`src/rtl/core/srge_pkg.sv`:
```
// shared constants of the scalar rls gain estimator
package srge_pkg;

  // default number format, signed Q16.32 in 48 bits
  localparam int DATA_WIDTH_DEF = 48;
  localparam int FRAC_BITS_DEF  = 32;

  // bits of the second operand consumed per multiplier pass
  localparam int MUL_CHUNK = 16;

  // covariance loaded at reset, about 1e-3 in Q16.32
  localparam logic [63:0] INIT_COV_RESET = 64'd4294967;

endpackage

```
`src/rtl/core/scalar_rls_gain_estimator.sv`:
```
// scalar recursive least squares estimator with a shared multiplier and serial divider
//
//  channel   | dir | beat contents
//  ----------+-----+----------------------------------------------------------
//  s_axis    | in  | prior_estimate, predicted, measured, clear
//  m_axis    | out | new_estimate (tdata), saturated (tuser)
//  cfg       | in  | initial_covariance, written when cfg_we is high
//
//  QBITS, the quotient width of the restoring divider (one quotient bit per cycle),
//  is DATA_WIDTH, or FRAC_BITS+2 when one saturates; six products go through the
//  one chunked multiplier. s_axis_tready is high only while the sequencer idles.
//  a finished result waits in the output register, the next beat is taken meanwhile.
//  synchronous reset clears gain, loads covariance and the register default.
module scalar_rls_gain_estimator #(
  parameter int DATA_WIDTH = srge_pkg::DATA_WIDTH_DEF,
  parameter int FRAC_BITS  = srge_pkg::FRAC_BITS_DEF,
  localparam int IN_W      = ((3 * DATA_WIDTH + 8) / 8) * 8,
  localparam int OUT_W     = ((DATA_WIDTH + 7) / 8) * 8
) (
  input  logic                  clk,
  input  logic                  rst,
  input  logic                  cfg_we,
  input  logic [DATA_WIDTH-2:0] cfg_wdata,
  input  logic                  s_axis_tvalid,
  output logic                  s_axis_tready,
  // prior_estimate, predicted, measured, clear, zero fill
  input  logic [IN_W-1:0]       s_axis_tdata,
  output logic                  m_axis_tvalid,
  input  logic                  m_axis_tready,
  // new_estimate, zero fill
  output logic [OUT_W-1:0]      m_axis_tdata,
  // saturated
  output logic                  m_axis_tuser
);

  localparam int W           = DATA_WIDTH;
  localparam int F           = FRAC_BITS;
  localparam int CH          = srge_pkg::MUL_CHUNK;
  localparam int NCH         = (W + CH - 1) / CH;
  localparam int PADW        = NCH * CH;
  localparam bit ONE_CLIPPED = (F > W - 2);
  localparam int QBITS       = ONE_CLIPPED ? F + 2 : W;
  localparam int NW          = W + F;
  localparam int MAGW        = (2 * W > QBITS) ? 2 * W : QBITS;
  localparam int CNT_MAX     = (QBITS > NCH) ? QBITS : NCH;
  localparam int CNTW        = $clog2(CNT_MAX + 1);

  localparam logic signed [W-1:0] MAXV  = {1'b0, {(W-1){1'b1}}};
  localparam logic signed [W-1:0] MINV  = {1'b1, {(W-1){1'b0}}};
  localparam logic signed [W-1:0] ONE_V = ONE_CLIPPED ? MAXV : (W'(1) << F);
  localparam logic [W-2:0] COV_RST      = srge_pkg::INIT_COV_RESET[W-2:0];

  typedef enum logic [2:0] {
    S_IDLE,
    S_MUL,
    S_MFIN,
    S_POST,
    S_DIV,
    S_DFIN,
    S_DONE
  } state_t;

  typedef enum logic [2:0] {
    ST_XL,
    ST_GE,
    ST_CX,
    ST_XT,
    ST_DV,
    ST_KX,
    ST_FC
  } step_t;

  // magnitude of a signed value, the most negative one fits unsigned
  function automatic logic [W-1:0] mag(input logic signed [W-1:0] a);
    return a[W-1] ? -a : a;
  endfunction

  // sign extend by one bit
  function automatic logic signed [W:0] sext(input logic signed [W-1:0] a);
    return {a[W-1], a};
  endfunction

  // clip a one-bit-wider sum, flag in the top bit
  function automatic logic [W:0] clip_sum(input logic signed [W:0] s);
    logic [W:0] r;
    if (s[W] != s[W-1]) begin
      r = {1'b1, (s[W] ? MINV : MAXV)};
    end else begin
      r = {1'b0, s[W-1:0]};
    end
    return r;
  endfunction

  // sign and wide magnitude to a clipped value, flag in the top bit
  function automatic logic [W:0] clip_mag(input logic neg, input logic [MAGW-1:0] m);
    logic [MAGW-1:0] lim;
    logic [W-1:0]    v;
    logic            s;
    lim = neg ? (MAGW'(1) << (W - 1)) : ((MAGW'(1) << (W - 1)) - MAGW'(1));
    if (m > lim) begin
      s = 1'b1;
      v = lim[W-1:0];
    end else begin
      s = 1'b0;
      v = m[W-1:0];
    end
    if (neg) begin
      v = -v;
    end
    return {s, v};
  endfunction

  state_t state;
  step_t  step;

  // configuration and estimator state
  logic [W-2:0]        init_cov;
  logic signed [W-1:0] gain;
  logic signed [W-1:0] cov;

  // latched item and intermediate results
  logic signed [W-1:0] l_r, x_r, y_r;
  logic                clr_r;
  logic signed [W-1:0] est_r, t_r, d_r, k_r, mres;
  logic                sat_r;

  // multiplier
  logic [W-1:0]        ma_mag;
  logic [PADW-1:0]     mb_sh;
  logic                mneg;
  logic [2*W-1:0]      acc;
  logic [W+CH-1:0]     mul_prod;
  logic [W:0]          mul_clip;

  // divider
  logic [QBITS-1:0]    nreg;
  logic [QBITS-1:0]    quo;
  logic [W-1:0]        rem;
  logic [W:0]          rem_sh;
  logic                div_ge;
  logic [W:0]          div_diff;
  logic [W-1:0]        div_rem;
  logic [W:0]          div_clip;
  logic [NW-1:0]       n_full;

  logic [CNTW-1:0]     cnt;

  // post-processing adder
  logic signed [W:0]   post_sum;
  logic [W:0]          post_clip;
  logic signed [W-1:0] post_val;
  logic signed [W-1:0] d_val;

  logic [W-1:0]        out_est;
  logic                out_load;

  assign s_axis_tready = (state == S_IDLE);
  assign m_axis_tdata  = OUT_W'(out_est);

  // finished result moves into a free or draining output register
  assign out_load = (state == S_DONE) && (!m_axis_tvalid || m_axis_tready);

  // one chunk of the second operand per cycle, most significant first
  assign mul_prod = ma_mag * mb_sh[PADW-1 -: CH];
  assign mul_clip = clip_mag(mneg, MAGW'(acc >> F));

  // restoring division step
  assign rem_sh   = {rem, nreg[QBITS-1]};
  assign div_diff = rem_sh - {1'b0, d_r};
  assign div_ge   = (rem_sh >= {1'b0, d_r});
  assign div_rem  = div_ge ? div_diff[W-1:0] : rem_sh[W-1:0];
  assign div_clip = clip_mag(t_r[W-1], MAGW'(quo));
  assign n_full   = NW'(mag(t_r)) << F;

  // saturating add selected by the current step
  always_comb begin
    unique case (step)
      ST_XL:   post_sum = sext(y_r) - sext(mres);
      ST_GE:   post_sum = sext(l_r) + sext(mres);
      ST_XT:   post_sum = sext(ONE_V) + sext(mres);
      ST_KX:   post_sum = sext(ONE_V) - sext(mres);
      default: post_sum = sext(mres);
    endcase
    post_clip = clip_sum(post_sum);
    post_val  = post_clip[W-1:0];
    d_val     = (post_val < ONE_V) ? ONE_V : post_val;
  end

  // sequencer, datapath registers and output register
  always_ff @(posedge clk) begin
    if (rst) begin
      state         <= S_IDLE;
      step          <= ST_XL;
      init_cov      <= COV_RST;
      gain          <= '0;
      cov           <= {1'b0, COV_RST};
      m_axis_tvalid <= 1'b0;
    end else begin
      if (cfg_we) begin
        init_cov <= cfg_wdata;
      end
      if (out_load) begin
        m_axis_tvalid <= 1'b1;
      end else if (m_axis_tvalid && m_axis_tready) begin
        m_axis_tvalid <= 1'b0;
      end
      unique case (state)
        S_IDLE: begin
          if (s_axis_tvalid) begin
            l_r    <= s_axis_tdata[W-1:0];
            x_r    <= s_axis_tdata[2*W-1:W];
            y_r    <= s_axis_tdata[3*W-1:2*W];
            clr_r  <= s_axis_tdata[3*W];
            sat_r  <= 1'b0;
            // x * l
            ma_mag <= mag(s_axis_tdata[2*W-1:W]);
            mb_sh  <= PADW'(mag(s_axis_tdata[W-1:0]));
            mneg   <= s_axis_tdata[2*W-1] ^ s_axis_tdata[W-1];
            acc    <= '0;
            cnt    <= CNTW'(NCH);
            step   <= ST_XL;
            state  <= S_MUL;
          end
        end
        S_MUL: begin
          acc   <= (acc << CH) + (2 * W)'(mul_prod);
          mb_sh <= mb_sh << CH;
          cnt   <= cnt - CNTW'(1);
          if (cnt == CNTW'(1)) begin
            state <= S_MFIN;
          end
        end
        S_MFIN: begin
          mres  <= mul_clip[W-1:0];
          sat_r <= sat_r | mul_clip[W];
          state <= S_POST;
        end
        S_POST: begin
          sat_r <= sat_r | post_clip[W];
          unique case (step)
            ST_XL: begin
              // gain * error
              ma_mag <= mag(gain);
              mb_sh  <= PADW'(mag(post_val));
              mneg   <= gain[W-1] ^ post_val[W-1];
              acc    <= '0;
              cnt    <= CNTW'(NCH);
              step   <= ST_GE;
              state  <= S_MUL;
            end
            ST_GE: begin
              est_r  <= post_val;
              // covariance * x
              ma_mag <= mag(cov);
              mb_sh  <= PADW'(mag(x_r));
              mneg   <= cov[W-1] ^ x_r[W-1];
              acc    <= '0;
              cnt    <= CNTW'(NCH);
              step   <= ST_CX;
              state  <= S_MUL;
            end
            ST_CX: begin
              t_r    <= mres;
              // x * t
              ma_mag <= mag(x_r);
              mb_sh  <= PADW'(mag(mres));
              mneg   <= x_r[W-1] ^ mres[W-1];
              acc    <= '0;
              cnt    <= CNTW'(NCH);
              step   <= ST_XT;
              state  <= S_MUL;
            end
            ST_XT: begin
              // divisor floored at one, start |t| << frac / d
              d_r   <= d_val;
              rem   <= W'(n_full >> QBITS);
              nreg  <= n_full[QBITS-1:0];
              quo   <= '0;
              cnt   <= CNTW'(QBITS);
              state <= S_DIV;
            end
            ST_DV: begin
              // k * x
              ma_mag <= mag(k_r);
              mb_sh  <= PADW'(mag(x_r));
              mneg   <= k_r[W-1] ^ x_r[W-1];
              acc    <= '0;
              cnt    <= CNTW'(NCH);
              step   <= ST_KX;
              state  <= S_MUL;
            end
            ST_KX: begin
              // (one - k*x) * covariance
              ma_mag <= mag(post_val);
              mb_sh  <= PADW'(mag(cov));
              mneg   <= post_val[W-1] ^ cov[W-1];
              acc    <= '0;
              cnt    <= CNTW'(NCH);
              step   <= ST_FC;
              state  <= S_MUL;
            end
            ST_FC: begin
              gain  <= clr_r ? '0 : k_r;
              cov   <= clr_r ? {1'b0, init_cov} : mres;
              state <= S_DONE;
            end
            default: begin
              state <= S_IDLE;
            end
          endcase
        end
        S_DIV: begin
          rem  <= div_rem;
          nreg <= nreg << 1;
          quo  <= {quo[QBITS-2:0], div_ge};
          cnt  <= cnt - CNTW'(1);
          if (cnt == CNTW'(1)) begin
            state <= S_DFIN;
          end
        end
        S_DFIN: begin
          k_r   <= div_clip[W-1:0];
          sat_r <= sat_r | div_clip[W];
          step  <= ST_DV;
          state <= S_POST;
        end
        S_DONE: begin
          // hand the result to the output register once it is free
          if (out_load) begin
            out_est      <= est_r;
            m_axis_tuser <= sat_r;
            state        <= S_IDLE;
          end
        end
        default: begin
          state <= S_IDLE;
        end
      endcase
    end
  end

endmodule

```
`config.mk`:
```
export PLATFORM = sky130hd
export DESIGN_NAME = scalar_rls_gain_estimator
export DESIGN_NICKNAME = d
export VERILOG_FILES = /design/src/rtl/core/srge_pkg.sv /design/src/rtl/core/scalar_rls_gain_estimator.sv
export SDC_FILE = /design/constraint.sdc
export NUM_CORES = 2
export LEC_CHECK = 0
export ABC_CLOCK_PERIOD_IN_PS = 39200
export BUFFER_PORTS_ARGS = -buffer_cell sky130_fd_sc_hd__buf_2
export CORE_MARGIN = 2
export CORE_UTILIZATION = 53
export CTS_CLUSTER_DIAMETER = 120
export CTS_CLUSTER_SIZE = 14
export DETAILED_ROUTE_END_ITERATION = 8
export PLACE_DENSITY = 0.72
export SETUP_SLACK_MARGIN = 0.02
export SYNTH_ARGS = -nofsm -noshare
export SYNTH_HDL_FRONTEND = slang
export SYNTH_SLANG_ARGS = --single-unit
```
`constraint.sdc`:
```
create_clock -name clk -period 39.2 [get_ports clk]
set_clock_uncertainty 0.2 [all_clocks]
set_input_delay 11.76 -clock clk [delete_from_list [all_inputs] [get_ports clk]]
set_output_delay 11.76 -clock clk [all_outputs]
set_load 0.01 [all_outputs]
```
==> impl_metrics.py <==
metrics = {
    "status": {
        "status": "finished clean",
    },
    "drt": {
        "drtPass1Iterations": 8,
        "via_per_inst": 6.63,
        "drcViolationCount": 0,
        "highest_layer": "met5",
        "drt_iter0_drc": 11500,
        "wl_met1_um": 145000,
        "wl_met2_um": 154000,
        "wl_per_cell_um": 31.3,
        "drt_wl_total_um": 377000,
        "postRouteAntennaNets": 0,
        "met3_wirelength_um": 53300,
        "num_vias": 79900,
    },
    "synthesis": {
        "synth_ff_type": "edfxtp_1",
        "async_flop_share_pct": 0,
        "ys_seq_area_share_pct": 29.1,
        "ys_ff_latch": 896,
        "synth_nets": 11100,
        "synthCells": 9809,
        "synth_area_per_cell_sq_um": 8.89,
        "netlist_area_sq_um": 87200,
        "ys.warnings.count": 0,
        "synth-edff-count": 746,
        "synth_cell_type_count": 93,
    },
    "placed_design": {
        "dp_hpwl_um": 292000,
        "numPortBuffers": 247,
        "post-place-ws_ps": 22580,
        "globalplace.congestion": 1.10,
    },
    "min_path": {
        "hold_path.class": "reg -> reg",
    },
    "critical_path": {
        "r2r_slack_ps": 28260,
        "end_kind": "flop",
        "crit_buf_inv": 1,
        "critPathMaxFanout": 5,
        "slowest_stage": "or4_1",
        "critPathMaxStageDelay_ps": 560,
        "arrival_ps": 16220,
        "criticalPathCategory": "in -> reg",
        "worstPathCellList": "buf_2 -> or4_1 -> or3_1 -> nor2_1 -> nand4_1 -> or4_1 -> or4_4 -> or3_1 -> or3_4 -> or4_4 -> o41ai_1 -> xnor2_1 -> o22ai_1 -> a211oi_1",
        "required_ps": 39400,
        "cp_top_family": "simple AND/OR/NAND/NOR gates",
        "cp-start-kind": "input port",
    },
    "global_routing": {
        "grt_pass1_vias": 75200,
        "grt_use_total_pct": 44.2,
        "grt_max_degree": 91,
        "grt_remaining_overflow": 0,
        "antenna_found_initial": 75,
        "grt_pass1_wl_um": 535000,
    },
    "die": {
        "die_h_um": 410,
        "start_util_pct": 53.4,
        "rows": 148,
        "die_w_um": 410,
        "ioPinCount": 255,
        "coreArea_sq_um": 163000,
        "dieArea_sq_um": 168000,
    },
    "pwr": {
        "clkPwrFrac_pct": 7.5,
        "pwr-share-seq_pct": 12.7,
        "p_per_area_nw_per_um2": 110,
        "pwr-share-comb_pct": 79.8,
        "irDropWorstVdd_mv": 0.307,
        "p_sw_w": 0.00561,
        "p_int_w": 0.00465,
        "p_leak_nw": 38.9,
        "switching_share_pct": 54.6,
    },
    "timing": {
        "tightest_slew_ps": 1440,
        "period_share_pct": 40.9,
        "finalHoldViolCount": 0,
        "setup_viol": 0,
        "period_needed_ps": 16020,
        "rsz0062_at_grt": "false",
        "setup_tns_ps": 0,
        "max-slew-margin-rel_pct": 3.46,
        "fin_ws_ps": 23180,
        "max_freq_mhz": 62.4,
        "maxSlewViolCount": 0,
    },
    "layout": {
        "most-common-layout-cells": "1115 x inv_1, 1105 x nand2_1, 746 x edfxtp_1, 693 x fa_1, 635 x nor2_1",
        "utilization_pct": 57.2,
        "layout-drive-gt1-share_pct": 7.07,
        "final_common_cell": "inv_1",
        "area_delta_synth_final_pct": 6.97,
        "nNetsFinal": 11100,
    },
    "cts": {
        "cts_resized": 0,
        "holdBufCountCts": 0,
        "numCtsBuffers": 77,
        "path_clk_slew_ps": 60,
        "cts_tree": "yes",
        "clock_latency_ps": 760,
        "cts_root_buffer": "clkbuf_16",
        "cts_sinks": 896,
        "clock_path_buffers": 3,
        "h-tree-depth": 3,
        "cts_setup_buffers": 0,
    },
    "flow_run": {
        "cap_violations": 0,
    },
}
cell families after synthesis:
| family | after synthesis | share of synthesized area [%] |
|---|---|---|
| adder cells (fa/ha/maj) | 1101 | 21.8 |
| AND/OR/NAND/NOR | 3085 | 17.1 |
| other | 1 | 0.00430 |
| buffers and inverters | 1673 | 7.21 |
| multiplexers | 169 | 1.95 |
| flip-flops | 896 | 29.1 |
| XOR/XNOR | 564 | 5.67 |
| AO/OA/AOI/OAI | 2320 | 17.1 |
state kept, by name, summed over array words and instances, names as in the netlist, 3 cells and up:
name and flops:
rem 48, gain 48, init_cov 47, quo 48, mres 48, nreg 16, l_r 48, y_r 48
cov 48, ma_mag 48, k_r 48, mb_sh 48, state 3, step 3, m_axis_tdata 48, est_r 48
t_r 48, acc 96, x_r 48, cnt 6, d_r 48
worst register-to-register path, delay by kind of cell, from the launching register on:
| family | cells | cell delay, ps |
|---|---|---|
| adders and majority gates | 3 | 870 |
| DFF | 1 | 340 |
| AOI/OAI and AO/OA | 9 | 3920 |
| buffers and inverters | 5 | 1390 |
| and+or+nand+nor | 8 | 2850 |
| xor gates and xnor gates | 1 | 1130 |
synthesized netlist by cell type (29+ instances only):
| cell | instances | area (sq um) |
|---|---|---|
| inv_1 | 1116 | 4190 |
| nand2_1 | 1111 | 4170 |
| edfxtp_1 | 746 | 22400 |
| fa_1 | 693 | 13900 |
| nor2_1 | 646 | 2420 |
| a21oi_1 | 595 | 2980 |
| o21ai_0 | 594 | 2970 |
| clkbuf_1 | 520 | 1950 |
| ha_1 | 408 | 5100 |
| and2_1 | 315 | 1970 |
| xor2_1 | 288 | 2520 |
| xnor2_1 | 276 | 2420 |
| mux2i_1 | 162 | 1620 |
| a21o_1 | 160 | 1200 |
| dfxtp_1 | 150 | 3000 |
| nor3_1 | 146 | 731 |
| o31ai_1 | 143 | 1070 |
| a211oi_1 | 126 | 946 |
| nand3_1 | 120 | 601 |
| nand4_1 | 113 | 707 |
| or3_1 | 107 | 669 |
| and3_1 | 80 | 500 |
| or4_1 | 78 | 586 |
| o41ai_1 | 69 | 604 |
| nor4_1 | 65 | 407 |
| o22ai_1 | 62 | 388 |
| nand3b_1 | 60 | 450 |
| or2_2 | 60 | 375 |
| nand2b_1 | 59 | 369 |
| o21a_1 | 59 | 443 |
| o211ai_1 | 56 | 420 |
| a31oi_1 | 53 | 332 |
| nor2b_1 | 50 | 313 |
| o221ai_1 | 50 | 438 |
| a211o_1 | 35 | 307 |
| buf_1 | 34 | 128 |
| a221oi_1 | 31 | 272 |
| a22oi_1 | 29 | 218 |
per-layer routing:
metal  global-route usage (%)  up-vias
met2                     62.2     5445
li1                         -    34100
met5                     1.24        -
met1                     58.8    39200
met3                     16.2     1067
met4                     23.9       40
path summary, 6_finish.rpt:
path | start | endpoint | cells after the start
min reg2reg | est_r[17]$_DFFE_PP_ | m_axis_tdata[17]$_DFFE_PP_ | 0
min | est_r[17]$_DFFE_PP_ | m_axis_tdata[17]$_DFFE_PP_ | 0
max | s_axis_tdata[60] | ma_mag[42]$_DFFE_PP_ | 14
max reg2reg | step[1]$_SDFFE_PP0P_ | mb_sh[18]$_DFFE_PP_ | 26
metrics by stage:
step           cells  area (sq um)  power, W  hold WS, ps
3_3_place_gp   11900         90900   0.00921          201
5_1_grt        12000         93200    0.0111          225
2_1_floorplan   9809         87200   0.00700          200
4_1_cts        12000         93100    0.0101          217
6_report       12000         93300    0.0103          213
3_5_place_dp   11900         90900   0.00925          205
layout make-up:
cell class	count	area, sq um
clock inverters	15	265
flip-flops and latches	896	25400
repair buffers	456	2820
well taps	2175	2720
diodes	54	135
clock buffers	95	2000
inverters	1117	4190
multi-input cells	7240	55700
fillers	14500	69900
power groups by stage:
stage / Combinational, W / Clock (W) / Sequential, W
global route: 0.00899 / 0.000804 / 0.00130
global placement: 0.00790 / 0 / 0.00131
CTS: 0.00800 / 0.000772 / 0.00130
finish: 0.00819 / 0.000770 / 0.00130
floorplan: 0.00573 / 0 / 0.00127
detailed placement: 0.00793 / 0 / 0.00132
No activity file was read; power rests on OpenSTA's default activity.
